===== src/bcta_ram.sv =====
// Generic single-port RAM with registered read.
module bcta_ram #(
	parameter int Width = 8,
	parameter int Depth = 64
) (
	input  logic                     clk,
	input  logic                     we,
	input  logic [$clog2(Depth)-1:0] addr,
	input  logic [Width-1:0]         wdata,
	output logic [Width-1:0]         rdata
);
	logic [Width-1:0] mem [Depth];

	always_ff @(posedge clk) begin
		if (we) begin
			mem[addr] <= wdata;
		end
		rdata <= mem[addr];
	end
endmodule


===== config.mk =====
export PLATFORM = sky130hd
export DESIGN_NAME = bcta_ram
export DESIGN_NICKNAME = d
export VERILOG_FILES = /design/src/bcta_ram.sv
export SDC_FILE = /design/constraint.sdc
export NUM_CORES = 1
export LEC_CHECK = 0
export ABC_AREA = 1
export BUFFER_PORTS_ARGS = -buffer_cell sky130_fd_sc_hd__clkbuf_2
export CORE_ASPECT_RATIO = 1.2
export CORE_MARGIN = 3
export CORE_UTILIZATION = 32
export CTS_CLUSTER_DIAMETER = 60
export DETAILED_ROUTE_END_ITERATION = 6
export RECOVER_POWER = 50
export SLEW_MARGIN = 20
export SYNTH_ARGS = -nofsm -noshare
export SYNTH_HDL_FRONTEND = slang
export SYNTH_SLANG_ARGS = --single-unit

===== constraint.sdc =====
create_clock -name clk -period 5.2 [get_ports clk]
set_input_delay 0.52 -clock clk [delete_from_list [all_inputs] [get_ports clk]]
set_output_delay 0.52 -clock clk [all_outputs]
set_load 0.03 [all_outputs]

==> qor.csv <==
stage;metric;value;unit
clocking;path_clk_slew;0.06;ns
clocking;cts_tree;yes;
setup_path;cp_top_family;buffers and inverters;
synth;netlist_area;22040;um^2
routing;routedWlPerCell;17.44;um
place;placed_area;22890;um^2
synth;yosysSeqAreaShare;0.7047;
flow_run;maxCapViolations;8;
synth;syn-mean-instance-area;10.17;um^2
routing;vias;14430;
synth;ys_types;22;
floorplan;die_area;72090;um^2
sta;setup_violations;0;
pwr;leakage;9.917;nW
global_route;grt_max_degree;206;
floorplan;rows;104;
cells_and_area;multi_input_area;5814;um^2
sta;fmaxAchievable;281.9;MHz
floorplan;pin_count;24;
synth;synthTopCellsByArea;edfxtp_1, nand2_1, nor2_1;
clocking;cts_made_buffers;48;
setup_path;critical_path.cell_chain;clkbuf_1, clkbuf_1;
floorplan;core;67660;um^2
pwr;power.density;361.3;nW/um^2
routing;drc_errors;0;
setup_path;criticalPathCategory;primary input to register;
cells_and_area;final_common_cell;nand2_1;
synth;yosysTopAreaCell;edfxtp_1;
synth;synth-seq-cells;520;
clocking;postCtsSetupBuffers;0;
place;gp_congestion;0.8693;
synth;synth_warnings;0;
global_route;grt_pass1_vias;14310;
setup_path;cpMostUsedCell;clkbuf_1;
sta;slew_viol_final;520;
synth;synth_edf_count;512;
global_route;grt_use_total;0.1495;
clocking;clock-sinks;520;
cells_and_area;stdcell_area;24480;um^2
sta;hold_viol;0;
sta;rsz0062_at_grt;false;
min_path;hold_path_class;primary input to register;
clocking;cts-root-buf;clkbuf_16;
synth;ys.flop_type;edfxtp_1;
routing;viasPerCell;4.653;
routing;postRouteAntennaNets;0;
floorplan;fp.dieW;245.6;um
place;port_buffers;23;
global_route;antenna_found_initial;0;
sta;fin_skew;0.01354;ns
sta;fin_crit_sh;0.6821;
cells_and_area;layout_common_cells;nand2_1, edfxtp_1, nor2_1;
pwr;ir_drop;208.2;uV
clocking;insertion_delay;0.58;ns
cells_and_area;drive_gt1_frac;0.05273;
cells_and_area;seq_area;15530;um^2
routing;drtIter0Drc;1187;
setup_path;crit_slowest_cell;clkbuf_1;
routing;first_pass_iters;5;
cells_and_area;num-fill-cells;6689;
synth;synthArstFlopShare;0;
setup_path;crit_arrival;3.36;ns
setup_path;path_max_fanout;64;
sta;slew_headroom;-1.534;
outcome;status;finished with violations;
routing;wl;54.09;mm
cells_and_area;nNetsFinal;2176;
setup_path;worst-path-buf-inv;2;
sta;min_period;3.547;ns
sta;tns;0;ns
sta;tightest_slew;3.801;ns
setup_path;worstPathRequired;5.01;ns
setup_path;critPathMaxStageDelay;2.66;ns
sta;whs;0.5949;ns
setup_path;start_kind;primary input;
synth;syn_inst;2167;
setup_path;endpoint_kind;register;
clocking;cts_hold_buffers;0;
cells_and_area;areaGrowthSynthToFinish;11.06;%
floorplan;start_util;0.3258;
clocking;cts_resized;0;
global_route;grt_pass1_wl;82.83;mm
place;place_hpwl;31.36;mm
synth;synth_top_area_share;0.6974;
global_route;overflow;0;
clocking;clockBufferDepth;3;
outcome;violations;capacitance limit, slew limit;
clocking;h-tree-depth;2;
synth;syn-num-nets;2183;
cells_and_area;antenna_cells;0;
floorplan;die_h;293.5;um
## cells by family (layout without fill, tap and decap cells)
group           Yosys count  after routing  share of synthesized area
buf+inv                 131            164                    0.03156
simple gates           1504           1504                     0.2605
flops                   520            520                     0.7047
compound gates           12             12                   0.003292
## Yosys cell counts, types with 3 or more instances
cell	count
buf_2	52
nand2_1	1384
o211ai_1	5
inv_2	4
nor2_1	87
inv_1	25
edfxtp_1	512
clkbuf_1	23
buf_6	15
nand3_1	13
dfxtp_1	8
buf_1	4
nor3_2	8
or2_1	3
or2_2	3
o21ai_1	6
buf_4	7
## registers in the layout, summed over array words and instances, names as in the netlist
name and cells:
mem 512, rdata 8
## metal layers
layer,share of wire,track usage,vias to the layer above,routed length [um]
li1,-,-,6987,-
met1,0.40,0.1800,6921,21780
met2,0.51,0.2701,418,27780
met3,0.050,0.01990,104,2687
met4,0.034,0.05907,0,1849
met5,0,0,-,0
## worst min-delay path, stage by stage
cell      delay, ns
clkbuf_2       0.19
nor3_2         0.13
nand2_1        0.08
nand2_1        0.05
nor2_1         0.09
nand2_1        0.05
## report_power, final
part	internal, W	switching, W	total (W)
clock network	0.00212	0.00152	0.00365
registers	0.00465	0.0000150	0.00467
logic	0.000115	0.000417	0.000532
total	0.00689	0.00195	0.00885
## final timing paths
kind | start | end | slack (ns) | cells past startpoint
setup / recovery | wdata[3] | mem[50][3]$_DFFE_PP_ | 1.65 | 2
setup reg to reg | mem[16][6]$_DFFE_PP_ | rdata[6]$_DFF_P_ | 3.76 | 7
hold / removal | addr[3] | rdata[4]$_DFF_P_ | 0.59 | 6
hold reg to reg | mem[31][6]$_DFFE_PP_ | rdata[6]$_DFF_P_ | 0.72 | 6
## area by class of cell
type | count | share of cell area
Clock buffer | 54 | 0.05085
Timing Repair Buffer | 44 | 0.01043
Clock inverter | 36 | 0.01579
Inverter | 30 | 0.004855
Multi-Input combinational cell | 1516 | 0.2375
Sequential cell | 520 | 0.6345
Tap cell | 901 | 0.04605
## per-stage QoR
step	setup slack [ns]	util	total power, W	std cells
2_1_floorplan	2.711	-	0.005072	2167
3_3_place_gp	1.604	0.3383	0.005284	3011
3_5_place_dp	1.507	0.3383	0.005289	3011
4_1_cts	2.156	0.3624	0.008908	3101
5_1_grt	1.329	0.3618	0.009109	3101
6_report	1.653	0.3618	0.008845	3101
Power figures use the tool's default switching activity.
